$ cat config.mk
export PLATFORM = sky130hd
export DESIGN_NAME = lexicographic_permutation_engine
export DESIGN_NICKNAME = d
export VERILOG_FILES = /design/src/design/lpe_pkg.sv /design/src/design/lpe_ram.sv /design/src/design/lexicographic_permutation_engine.sv
export SDC_FILE = /design/constraint.sdc
export NUM_CORES = 1
export LEC_CHECK = 0
export BUFFER_PORTS_ARGS = -buffer_cell sky130_fd_sc_hd__buf_2
export CORE_MARGIN = 2
export CORE_UTILIZATION = 40
export CTS_CLUSTER_DIAMETER = 40
export CTS_CLUSTER_SIZE = 10
export DETAILED_ROUTE_END_ITERATION = 10
export SLEW_MARGIN = 20
export SYNTH_ARGS = -nofsm -noshare
export SYNTH_HDL_FRONTEND = slang
export SYNTH_HIERARCHICAL = 1
export SYNTH_SLANG_ARGS = --single-unit
$ cat constraint.sdc
create_clock -name aclk -period 3.75 [get_ports aclk]
set_input_delay 0 -clock aclk [delete_from_list [all_inputs] [get_ports aclk]]
set_output_delay 0 -clock aclk [all_outputs]
set_load 0.01 [all_outputs]
$ cat src/design/lpe_pkg.sv
// Package for the lexicographic permutation engine: codes, states and fixed widths.
package lpe_pkg;

    localparam int CHAR_W = 8;
    localparam int POS_W  = 4;

    typedef enum logic [1:0] {
        REQ_CLEAR  = 2'd0,
        REQ_APPEND = 2'd1,
        REQ_NEXT   = 2'd2
    } req_t;

    typedef enum logic [1:0] {
        STAT_CHAR      = 2'd0,
        STAT_EMPTY     = 2'd1,
        STAT_EXHAUSTED = 2'd2,
        STAT_OVERFLOW  = 2'd3
    } stat_t;

    typedef enum logic [4:0] {
        ST_IDLE,
        ST_APP_RD,
        ST_APP_CMP,
        ST_INIT,
        ST_PIV_LOAD,
        ST_PIV_CMP,
        ST_SUC_CMP,
        ST_SWAP,
        ST_REV_RDLO,
        ST_REV_RDHI,
        ST_REV_WLO,
        ST_REV_WHI,
        ST_EMIT_START,
        ST_EMIT_RDI,
        ST_EMIT_RDS,
        ST_EMIT_OUT,
        ST_RESULT
    } state_t;

endpackage

$ cat src/design/lpe_ram.sv
// Generic single-write, single-read RAM with registered, enabled read.
module lpe_ram #(
    parameter int WIDTH = 8,
    parameter int DEPTH = 12
) (
    input  logic                                  aclk,
    input  logic                                  we,
    input  logic [(DEPTH > 1 ? $clog2(DEPTH) : 1)-1:0] waddr,
    input  logic [WIDTH-1:0]                      wdata,
    input  logic                                  re,
    input  logic [(DEPTH > 1 ? $clog2(DEPTH) : 1)-1:0] raddr,
    output logic [WIDTH-1:0]                      rdata
);

    logic [WIDTH-1:0] mem [DEPTH];
    logic [WIDTH-1:0] rdata_reg;

    always_ff @(posedge aclk) begin
        if (we) begin
            mem[waddr] <= wdata;
        end
        if (re) begin
            rdata_reg <= mem[raddr];
        end
    end

    assign rdata = rdata_reg;

endmodule

$ cat src/design/lexicographic_permutation_engine.sv
// Top level of the lexicographic permutation engine: sequencer, stores and output register.
//
// Usage: each input word carries a request. Clear (no result) empties the store. Append
// inserts s_char_in into the ascending store after any equal bytes, moving each stored
// byte greater than the new one up one slot, and gives no result, or one overflow result
// if the store already holds MAX_LEN bytes. Next emits one permutation of the stored bytes,
// one result word per character with m_last_of_run on the final one; permutations run over
// positions in lexicographic order, so repeated bytes give repeated permutations. An empty
// store gives one empty-permutation result, and once the final permutation is passed every
// next reports exhausted until a clear or append. The first next after a load writes the
// identity order; later ones scan from the right for the pivot, then for the successor,
// swap the two and reverse the suffix one pair at a time. Emission then reads the index
// order, then the sorted byte, then loads the result register, for each character in turn;
// while m_ready holds a word back, emission waits. This step-by-step pace comes from the
// single read port of each of the two stores, index order and sorted bytes, which the
// sequencer walks one entry per step. s_ready is high only while the sequencer is idle; the
// result register lets a new request be taken while the last word of the previous one still
// waits for m_ready. The stores need no clearing pass after reset.
module lexicographic_permutation_engine #(
    parameter int MAX_LEN = 12
) (
    input  logic                       aclk,
    input  logic                       aresetn,
    // request channel
    input  logic                       s_valid,
    output logic                       s_ready,
    input  logic [1:0]                 s_req_type,
    input  logic [lpe_pkg::CHAR_W-1:0] s_char_in,
    // result channel
    output logic                       m_valid,
    input  logic                       m_ready,
    output logic [lpe_pkg::CHAR_W-1:0] m_char_out,
    output logic [lpe_pkg::POS_W-1:0]  m_char_position,
    output logic                       m_last_of_run,
    output logic [1:0]                 m_status
);

    // count holds 0..MAX_LEN, indices 0..MAX_LEN-1
    localparam int CNT_W = $clog2(MAX_LEN + 1);
    localparam int IDX_W = (MAX_LEN > 1) ? $clog2(MAX_LEN) : 1;

    lpe_pkg::state_t state_reg, state_next;

    logic [CNT_W-1:0] count_reg, count_next;
    logic             started_reg, started_next;
    logic             exh_reg, exh_next;
    // general walking pointer: insertion slot, i+1 during pivot scan, j, lo, emit position
    logic [CNT_W-1:0] ptr_reg, ptr_next;
    logic [CNT_W-1:0] hi_reg, hi_next;
    logic [CNT_W-1:0] piv_pos_reg, piv_pos_next;
    logic [IDX_W-1:0] piv_reg, piv_next;
    logic [IDX_W-1:0] tmp_reg, tmp_next;
    logic [lpe_pkg::CHAR_W-1:0] char_reg, char_next;
    lpe_pkg::stat_t   res_stat_reg, res_stat_next;

    // result register
    logic                       out_valid_reg, out_valid_next;
    logic [lpe_pkg::CHAR_W-1:0] out_char_reg, out_char_next;
    logic [lpe_pkg::POS_W-1:0]  out_pos_reg, out_pos_next;
    logic                       out_last_reg, out_last_next;
    lpe_pkg::stat_t             out_stat_reg, out_stat_next;
    logic                       out_free;

    // store ports
    logic                       io_we, io_re;
    logic [IDX_W-1:0]           io_waddr, io_raddr, io_wdata, io_rdata;
    logic                       sc_we, sc_re;
    logic [IDX_W-1:0]           sc_waddr, sc_raddr;
    logic [lpe_pkg::CHAR_W-1:0] sc_wdata, sc_rdata;

    logic [CNT_W-1:0] ptr_m1, ptr_m2, ptr_p1, cnt_m1;

    lpe_ram #(.WIDTH(IDX_W), .DEPTH(MAX_LEN)) u_index_order (
        .aclk  (aclk),
        .we    (io_we),
        .waddr (io_waddr),
        .wdata (io_wdata),
        .re    (io_re),
        .raddr (io_raddr),
        .rdata (io_rdata)
    );

    lpe_ram #(.WIDTH(lpe_pkg::CHAR_W), .DEPTH(MAX_LEN)) u_sorted_chars (
        .aclk  (aclk),
        .we    (sc_we),
        .waddr (sc_waddr),
        .wdata (sc_wdata),
        .re    (sc_re),
        .raddr (sc_raddr),
        .rdata (sc_rdata)
    );

    assign ptr_m1   = CNT_W'(ptr_reg - 1'b1);
    assign ptr_m2   = CNT_W'(ptr_reg - 2'd2);
    assign ptr_p1   = CNT_W'(ptr_reg + 1'b1);
    assign cnt_m1   = CNT_W'(count_reg - 1'b1);
    assign out_free = !out_valid_reg || m_ready;

    assign s_ready         = (state_reg == lpe_pkg::ST_IDLE);
    assign m_valid         = out_valid_reg;
    assign m_char_out      = out_char_reg;
    assign m_char_position = out_pos_reg;
    assign m_last_of_run   = out_last_reg;
    assign m_status        = out_stat_reg;

    always_comb begin
        state_next     = state_reg;
        count_next     = count_reg;
        started_next   = started_reg;
        exh_next       = exh_reg;
        ptr_next       = ptr_reg;
        hi_next        = hi_reg;
        piv_pos_next   = piv_pos_reg;
        piv_next       = piv_reg;
        tmp_next       = tmp_reg;
        char_next      = char_reg;
        res_stat_next  = res_stat_reg;

        out_valid_next = out_valid_reg && !m_ready;
        out_char_next  = out_char_reg;
        out_pos_next   = out_pos_reg;
        out_last_next  = out_last_reg;
        out_stat_next  = out_stat_reg;

        io_we    = 1'b0;
        io_waddr = ptr_reg[IDX_W-1:0];
        io_wdata = piv_reg;
        io_re    = 1'b0;
        io_raddr = ptr_reg[IDX_W-1:0];
        sc_we    = 1'b0;
        sc_waddr = ptr_reg[IDX_W-1:0];
        sc_wdata = char_reg;
        sc_re    = 1'b0;
        sc_raddr = io_rdata;

        case (state_reg)
            lpe_pkg::ST_IDLE: begin
                if (s_valid) begin
                    case (s_req_type)
                        lpe_pkg::REQ_CLEAR: begin
                            count_next   = '0;
                            started_next = 1'b0;
                            exh_next     = 1'b0;
                        end
                        lpe_pkg::REQ_APPEND: begin
                            if (count_reg >= CNT_W'(MAX_LEN)) begin
                                res_stat_next = lpe_pkg::STAT_OVERFLOW;
                                state_next    = lpe_pkg::ST_RESULT;
                            end else begin
                                char_next    = s_char_in;
                                ptr_next     = count_reg;
                                started_next = 1'b0;
                                exh_next     = 1'b0;
                                state_next   = lpe_pkg::ST_APP_RD;
                            end
                        end
                        lpe_pkg::REQ_NEXT: begin
                            if (exh_reg) begin
                                res_stat_next = lpe_pkg::STAT_EXHAUSTED;
                                state_next    = lpe_pkg::ST_RESULT;
                            end else if (!started_reg) begin
                                ptr_next   = '0;
                                state_next = lpe_pkg::ST_INIT;
                            end else if (count_reg < CNT_W'(2)) begin
                                // a single order has no successor
                                exh_next      = 1'b1;
                                res_stat_next = lpe_pkg::STAT_EXHAUSTED;
                                state_next    = lpe_pkg::ST_RESULT;
                            end else begin
                                io_re      = 1'b1;
                                io_raddr   = cnt_m1[IDX_W-1:0];
                                ptr_next   = cnt_m1;
                                state_next = lpe_pkg::ST_PIV_LOAD;
                            end
                        end
                        default: begin
                        end
                    endcase
                end
            end

            // insertion: shift larger bytes up one slot, then drop the new byte in
            lpe_pkg::ST_APP_RD: begin
                if (ptr_reg == '0) begin
                    sc_we      = 1'b1;
                    sc_wdata   = char_reg;
                    count_next = CNT_W'(count_reg + 1'b1);
                    state_next = lpe_pkg::ST_IDLE;
                end else begin
                    sc_re      = 1'b1;
                    sc_raddr   = ptr_m1[IDX_W-1:0];
                    state_next = lpe_pkg::ST_APP_CMP;
                end
            end
            lpe_pkg::ST_APP_CMP: begin
                sc_we = 1'b1;
                if (sc_rdata > char_reg) begin
                    sc_wdata   = sc_rdata;
                    ptr_next   = ptr_m1;
                    state_next = lpe_pkg::ST_APP_RD;
                end else begin
                    sc_wdata   = char_reg;
                    count_next = CNT_W'(count_reg + 1'b1);
                    state_next = lpe_pkg::ST_IDLE;
                end
            end

            // identity order
            lpe_pkg::ST_INIT: begin
                if (ptr_reg < count_reg) begin
                    io_we    = 1'b1;
                    io_wdata = ptr_reg[IDX_W-1:0];
                    ptr_next = ptr_p1;
                end else begin
                    started_next = 1'b1;
                    state_next   = lpe_pkg::ST_EMIT_START;
                end
            end

            // pivot scan from the right: tmp holds order[i+1]
            lpe_pkg::ST_PIV_LOAD: begin
                tmp_next   = io_rdata;
                io_re      = 1'b1;
                io_raddr   = ptr_m1[IDX_W-1:0];
                state_next = lpe_pkg::ST_PIV_CMP;
            end
            lpe_pkg::ST_PIV_CMP: begin
                if (io_rdata >= tmp_reg) begin
                    if (ptr_reg == CNT_W'(1)) begin
                        // last permutation passed
                        exh_next      = 1'b1;
                        res_stat_next = lpe_pkg::STAT_EXHAUSTED;
                        state_next    = lpe_pkg::ST_RESULT;
                    end else begin
                        tmp_next = io_rdata;
                        ptr_next = ptr_m1;
                        io_re    = 1'b1;
                        io_raddr = ptr_m2[IDX_W-1:0];
                    end
                end else begin
                    piv_next     = io_rdata;
                    piv_pos_next = ptr_m1;
                    io_re        = 1'b1;
                    io_raddr     = cnt_m1[IDX_W-1:0];
                    ptr_next     = cnt_m1;
                    state_next   = lpe_pkg::ST_SUC_CMP;
                end
            end

            // rightmost entry above the pivot
            lpe_pkg::ST_SUC_CMP: begin
                if (io_rdata <= piv_reg) begin
                    ptr_next = ptr_m1;
                    io_re    = 1'b1;
                    io_raddr = ptr_m1[IDX_W-1:0];
                end else begin
                    io_we      = 1'b1;
                    io_wdata   = piv_reg;
                    tmp_next   = io_rdata;
                    state_next = lpe_pkg::ST_SWAP;
                end
            end
            lpe_pkg::ST_SWAP: begin
                io_we      = 1'b1;
                io_waddr   = piv_pos_reg[IDX_W-1:0];
                io_wdata   = tmp_reg;
                ptr_next   = CNT_W'(piv_pos_reg + 1'b1);
                hi_next    = cnt_m1;
                state_next = lpe_pkg::ST_REV_RDLO;
            end

            // suffix reversal, one pair per pass
            lpe_pkg::ST_REV_RDLO: begin
                if (ptr_reg < hi_reg) begin
                    io_re      = 1'b1;
                    state_next = lpe_pkg::ST_REV_RDHI;
                end else begin
                    state_next = lpe_pkg::ST_EMIT_START;
                end
            end
            lpe_pkg::ST_REV_RDHI: begin
                tmp_next   = io_rdata;
                io_re      = 1'b1;
                io_raddr   = hi_reg[IDX_W-1:0];
                state_next = lpe_pkg::ST_REV_WLO;
            end
            lpe_pkg::ST_REV_WLO: begin
                io_we      = 1'b1;
                io_wdata   = io_rdata;
                state_next = lpe_pkg::ST_REV_WHI;
            end
            lpe_pkg::ST_REV_WHI: begin
                io_we      = 1'b1;
                io_waddr   = hi_reg[IDX_W-1:0];
                io_wdata   = tmp_reg;
                ptr_next   = ptr_p1;
                hi_next    = CNT_W'(hi_reg - 1'b1);
                state_next = lpe_pkg::ST_REV_RDLO;
            end

            // emission: order[p] -> sorted[order[p]] -> result register
            lpe_pkg::ST_EMIT_START: begin
                ptr_next = '0;
                if (count_reg == '0) begin
                    res_stat_next = lpe_pkg::STAT_EMPTY;
                    state_next    = lpe_pkg::ST_RESULT;
                end else begin
                    state_next = lpe_pkg::ST_EMIT_RDI;
                end
            end
            lpe_pkg::ST_EMIT_RDI: begin
                io_re      = 1'b1;
                state_next = lpe_pkg::ST_EMIT_RDS;
            end
            lpe_pkg::ST_EMIT_RDS: begin
                sc_re      = 1'b1;
                sc_raddr   = io_rdata;
                state_next = lpe_pkg::ST_EMIT_OUT;
            end
            lpe_pkg::ST_EMIT_OUT: begin
                if (out_free) begin
                    out_valid_next = 1'b1;
                    out_char_next  = sc_rdata;
                    out_pos_next   = lpe_pkg::POS_W'(ptr_reg);
                    out_last_next  = (ptr_p1 == count_reg);
                    out_stat_next  = lpe_pkg::STAT_CHAR;
                    ptr_next       = ptr_p1;
                    state_next     = (ptr_p1 == count_reg) ? lpe_pkg::ST_IDLE
                                                           : lpe_pkg::ST_EMIT_RDI;
                end
            end

            // single status word
            lpe_pkg::ST_RESULT: begin
                if (out_free) begin
                    out_valid_next = 1'b1;
                    out_char_next  = '0;
                    out_pos_next   = '0;
                    out_last_next  = 1'b1;
                    out_stat_next  = res_stat_reg;
                    state_next     = lpe_pkg::ST_IDLE;
                end
            end

            default: begin
                state_next = lpe_pkg::ST_IDLE;
            end
        endcase
    end

    // control state
    always_ff @(posedge aclk) begin
        if (!aresetn) begin
            state_reg     <= lpe_pkg::ST_IDLE;
            count_reg     <= '0;
            started_reg   <= 1'b0;
            exh_reg       <= 1'b0;
            out_valid_reg <= 1'b0;
        end else begin
            state_reg     <= state_next;
            count_reg     <= count_next;
            started_reg   <= started_next;
            exh_reg       <= exh_next;
            out_valid_reg <= out_valid_next;
        end
    end

    // datapath and payload
    always_ff @(posedge aclk) begin
        ptr_reg      <= ptr_next;
        hi_reg       <= hi_next;
        piv_pos_reg  <= piv_pos_next;
        piv_reg      <= piv_next;
        tmp_reg      <= tmp_next;
        char_reg     <= char_next;
        res_stat_reg <= res_stat_next;
        out_char_reg <= out_char_next;
        out_pos_reg  <= out_pos_next;
        out_last_reg <= out_last_next;
        out_stat_reg <= out_stat_next;
    end

endmodule

Word-level counts from Yosys, hierarchy flattened. Memory sizes are Yosys's and may differ from the RTL's. A register that Yosys moved wholly into a read port is not among the register bits. Index checks and enable logic that the tools add are counted. W data, S select, Z words.

Register bits after elaboration: 57. Bits in latches: 0. Bits in writable memories: 144. Memory bits (read-only): 0. Output and inout bits: 17. Memories: 2.

Add/sub/neg operators: 7. Multiply operators: 0. Div/mod/pow operators: 0. Magnitude comparators: 7. Equal/unequal tests: 44. Shift-type cells: 0. Muxes and demuxes: 113. Bitwise operators: 2. Reduce and logical (&&, ||, !) cells: 31.

Memory list: u_sorted_chars.mem (words 12, bits a word 8, read ports 1, clocked after Yosys merged registers in 1, wr ports 1, line lpe_ram.sv:15) `logic [WIDTH-1:0] mem [DEPTH];`; u_index_order.mem (words 12, bits a word 4, read ports 1, clocked after Yosys merged registers in 1, wr ports 1, line lpe_ram.sv:15).

Operator list (number): $mux W4 (30); $pmux W5 S16 (1); $mux W5 (12); $eq A5 B4 Y1 const B (8); $pmux W4 S3 (3); $pmux W4 S9 (1); $mux W8 (4); $pmux W4 S2 (4); $mux W1 (31); $ne A2 B2 Y1 const B (13); $mux W2 (11); $eq A5 B3 Y1 const B (4); $pmux W4 S5 (1); $reduce_and A9 Y1 (2); $pmux W8 S2 (1); $ne A3 B3 Y1 const B (5); $add A4 B1 Y4 const B (3); $pmux W1 S2 (6); $sub A4 B1 Y4 const B (3); $eq A5 B2 Y1 const B (2); $pmux W5 S2 (1); $reduce_and A5 Y1 (2); $reduce_bool A3 Y1 (3); $reduce_bool A9 Y1 (1); other kinds (37) (52).

Logic depth before layout (Yosys ltp).
Word-level depth: 7. Gate-level depth with buffers: 13.

By module. The synthesis kept the hierarchy.

Modules (own cells, without submodules): lexicographic_permutation_engine (instances 1, cells each 506, area an instance 4469.3 um2, sequential area each 1591.5 um2); lpe_ram (u_sorted_chars) (instances 1, cells each 182, area an instance 3953.8 um2, sequential area each 3123.0 um2); lpe_ram (u_index_order) (instances 1, cells each 101, area an instance 2053.2 um2, sequential area each 1561.5 um2).

Worst setup path after synthesis. Ideal clock, no wire load.

Path kind: register to register. Start point: register u_index_order.rdata_reg[0] (netlist: u_index_order/rdata[0]), read port of u_index_order.mem. End point: register u_index_order.rdata_reg[1] (netlist: u_index_order/rdata[1]), read port of u_index_order.mem, data pin. Library setup time: 0.272 ns. Arrival: 2.898 ns. Required time: 3.478 ns. Setup slack: 0.580 ns. Stages on the path, launching flop included: 14. Path buffers: 2. Period minus slack after synthesis: 3.170 ns. Path through: edfxtp_1 -> inv_1 -> ha_1 -> nand2b_4 -> a2111oi_4 -> nor2_1 -> mux2i_1 -> nand2_1 -> o2111ai_1 -> buf_6 -> buf_12 -> mux4_2 -> a22oi_1 -> o221ai_1.

Longest elaborated chain between the ends: 3. Elaborated cells between the ends (all ways): 8. Classes of those cells: order compare (2); mux (6).

Ends and longest elaborated chain: start, declared (line lpe_ram.sv:16) `logic [WIDTH-1:0] rdata_reg;`; $le A4 B4 Y1 / $ge A4 B4 Y1 (equally long branches) (line lexicographic_permutation_engine.sv:252, lexicographic_permutation_engine.sv:228); $mux W4, on equally long branches; $pmux W4 S5 * (line lexicographic_permutation_engine.sv:136) `case (state_reg)`; named net io_raddr[0] (line lexicographic_permutation_engine.sv:66) `logic [IDX_W-1:0] io_waddr, io_raddr, io_wdata, io_rdata;`.

The timed path passes the listed nets; every way through them passes the cells marked *. A chain may end at the register's enable or synchronous reset.

Final worst setup path.
Start point: register u_index_order.rdata_reg[0] (netlist: u_index_order/rdata[0]), read port of u_index_order.mem. End point: register u_index_order.rdata_reg[0] (netlist: u_index_order/rdata[0]), read port of u_index_order.mem, data pin.

Same word-level chain as after synthesis.

==> impl_metrics.ini <==
[outcome]
status = finished clean

[die]
core_area_um2 = 25900
die_h_um = 166
ios = 31
fp-row-count = 59
die_x_um = 166
initial_core_util_pct = 40.4
dieArea_um2 = 27500

[synth]
synth_cell_types = 72
synth.avg_cell_area_um2 = 13.3
ys_ff_latch = 213
synth_edf_count = 201
yosysSeqAreaShare_pct = 59.9
postSynth.asyncResetShare_pct = 0
dominantRegCellSynth = edfxtp_1
synth_area_leader_cell = edfxtp_1
synth_nets = 836
netlist_area_um2 = 10500
ys_warn_count = 6
netlist_instances = 789
synth_top_area_share_pct = 57.6
synthTopCellsByArea = edfxtp_1 58%, ha_1 3.9%, mux4_2 3.4%, mux2i_1 3.1%, dfxtp_1 2.3%

[cts]
cts.reportedPaths.clkPinSlew_ns = 0.05
cts_sinks = 213
clock_path_buffers = 3
numCtsBuffers = 30
cts_tree = done
clock-root-buffer = clkbuf_16
hold_buffers = 14
cts_setup_buffers = 0
clkLatencyLatePin_ns = 0.55
htree_levels = 1
ctsResizeCount = 0

[final_layout]
antenna_cells = 0
final_nets = 918
reg_top3 = u_sorted_chars/mem: 96 flops, u_index_order/mem: 48 flops
largest-register = u_sorted_chars/mem
fillers = 2300
postLayoutCoreUtil_pct = 47.1
drive_gt1_share_pct = 16.4
postLayoutCellArea_um2 = 12200
syn_to_final_growth_pct = 16.6
largest_reg_flops = 96

[worst_setup_path]
crit_path_end_kind = flop
crit_fanout = 9
cp-endpoint = u_index_order/rdata[0]
critPathKind = reg2reg
critPathArrivalTime_ns = 3.82
critPathLaunch = u_index_order/rdata[0]
reg2regPathDepth = 11
r2r-start = u_index_order/rdata[0]
reg2reg_to = u_index_order/rdata[0]
regToRegSetupSlack_ns = 0.21
worstPathRequired_ns = 4.03
cp-start-kind = flop

[drt]
vias_per_cell = 5.68
drc = 0
wl_per_cell_um = 20.5
topRoutingLayerUsed = met4
drtPass1Iterations = 5
antenna_left = 0
drt_wl_total_um = 25100
wl_met1_um = 11200
drt_iter0_drc = 661
wl_met3_um = 1770
wl_met2_um = 11100
vias = 6961

[sta]
hold_violations = 0
slew_headroom_pct = 33.0
rsz0062_at_grt = false
max_clock_freq_mhz = 283
whs_ns = 0.0919
fin_crit_sh_pct = 94.3
worst_pin_slew_ns = 0.995
min_period_ns = 3.54
fin_tns_setup_ns = 0
final-setup-viol-count = 0
finalClockSkew_ns = 0.0271
slew_viol_final = 0

[place]
place_hpwl_um = 18300
placed_area_um2 = 11200
place_congestion = 0.932
portBuffers = 30

[min_path]
worstHoldStart = s_valid
hp-class = in2reg

[global_route]
grt.overflow.total = 0
antenna_found_initial = 0
grt_pass1_wl_um = 40000
grt_pass1_vias = 6994
grt_usage_pct = 18.3
grt_max_degree = 20

[flow_run]
maxCapViolations = 0

[power_and_ir_drop]
p_leak_uw = 0.00437
p_per_area_nw_per_um2 = 784
vdd_drop_max_mv = 0.454
layer usage:
layer	global-route usage (%)	up-vias
met1	25.6	3349
li1	-	3242
met5	0	-
met2	28.5	289
met3	3.05	81
met4	7.18	0
layout by cell type, fill, tap and decap left out, types with 5 or more instances in the layout:
cell type and count:
nand4_1 7, mux2_1 9, or3_1 6, ha_1 33, mux2i_1 32, o21ai_0 27
edfxtp_1 201, a31oi_1 7, nor2_1 56, mux4_2 16, a21oi_1 27, nand3b_1 5
dfxtp_1 12, buf_4 44, o211ai_1 5, buf_2 30, nor2b_1 9, a22oi_1 19
mux4_1 8, dlygate4sd3_1 14, clkbuf_1 8, nor3_1 20, clkbuf_16 30, xnor2_1 12
a222oi_1 7, and2_1 11, o21ai_1 10, o221ai_1 12, nand2b_1 14, inv_1 35
nand2_1 52, nand3_1 19
stage by stage:
step / std cells / total power (uW) / worst slack, ns
floorplan: 789 / 6020 / 0.580
global placement: 1160 / 7010 / 0.350
detailed placement: 1160 / 7050 / 0.239
CTS: 1225 / 9600 / 0.242
global route: 1225 / 10100 / 0.00643
finish: 1225 / 9570 / 0.212
kinds of logic after synthesis:
family          count (synthesis)  synth area share, %
mux                            65                 9.47
buf+inv                        76                 3.36
flops                         213                 59.9
simple gates                  223                 10.8
xor+xnor                       16                 1.34
fa+ha+maj                      34                 4.04
compound gates                162                 11.0
how the worst min path moves through the flow:
stage | to | slack (ns) | cells past startpoint
global placement | char_reg[5] | 0.18 | 1
global route | state_reg[0] | 0.12 | 5
detailed placement | char_reg[5] | 0.18 | 1
finish | state_reg[0] | 0.09 | 5
CTS | state_reg[0] | 0.07 | 5
floorplan | char_reg[0] | 0.1 | 0
layout make-up:
class	count	area, um2	area share [%]
inverter	38	143	1.17
timing repair buffer	88	621	5.08
clock buffer	40	808	6.62
clock inverter	11	83.8	0.686
tap	335	419	3.43
multi-input combinational	500	3870	31.6
sequential	213	6280	51.4
power by group:
part | switching, uW | internal, uW | total (uW)
clock network | 984 | 1510 | 2490
logic | 2290 | 1570 | 3850
registers | 214 | 3010 | 3230
cell usage after synthesis, types with 8 or more instances:
cell	instances
edfxtp_1	201
nor2_1	56
nand2_1	52
inv_1	35
ha_1	33
mux2i_1	32
o21ai_0	29
a21oi_1	27
nor3_1	20
a22oi_1	19
clkbuf_1	19
nand3_1	19
mux4_2	16
nand2b_1	14
dfxtp_1	12
o221ai_1	12
xnor2_1	12
and2_1	11
buf_2	9
mux2_1	9
nor2b_1	9
o21ai_1	9
mux4_1	8
critical path: stages, from the launching register on:
cell       delay [ns]
edfxtp_1         0.43
inv_1            0.16
ha_1             0.25
nand2b_4         0.15
a2111oi_4        0.50
nor2_1           0.15
mux2i_1          0.14
nand2_1          0.11
o2111ai_2        0.37
mux4_1           0.62
a22oi_1          0.22
o221ai_1         0.15
Power figures use the tool's default switching activity.
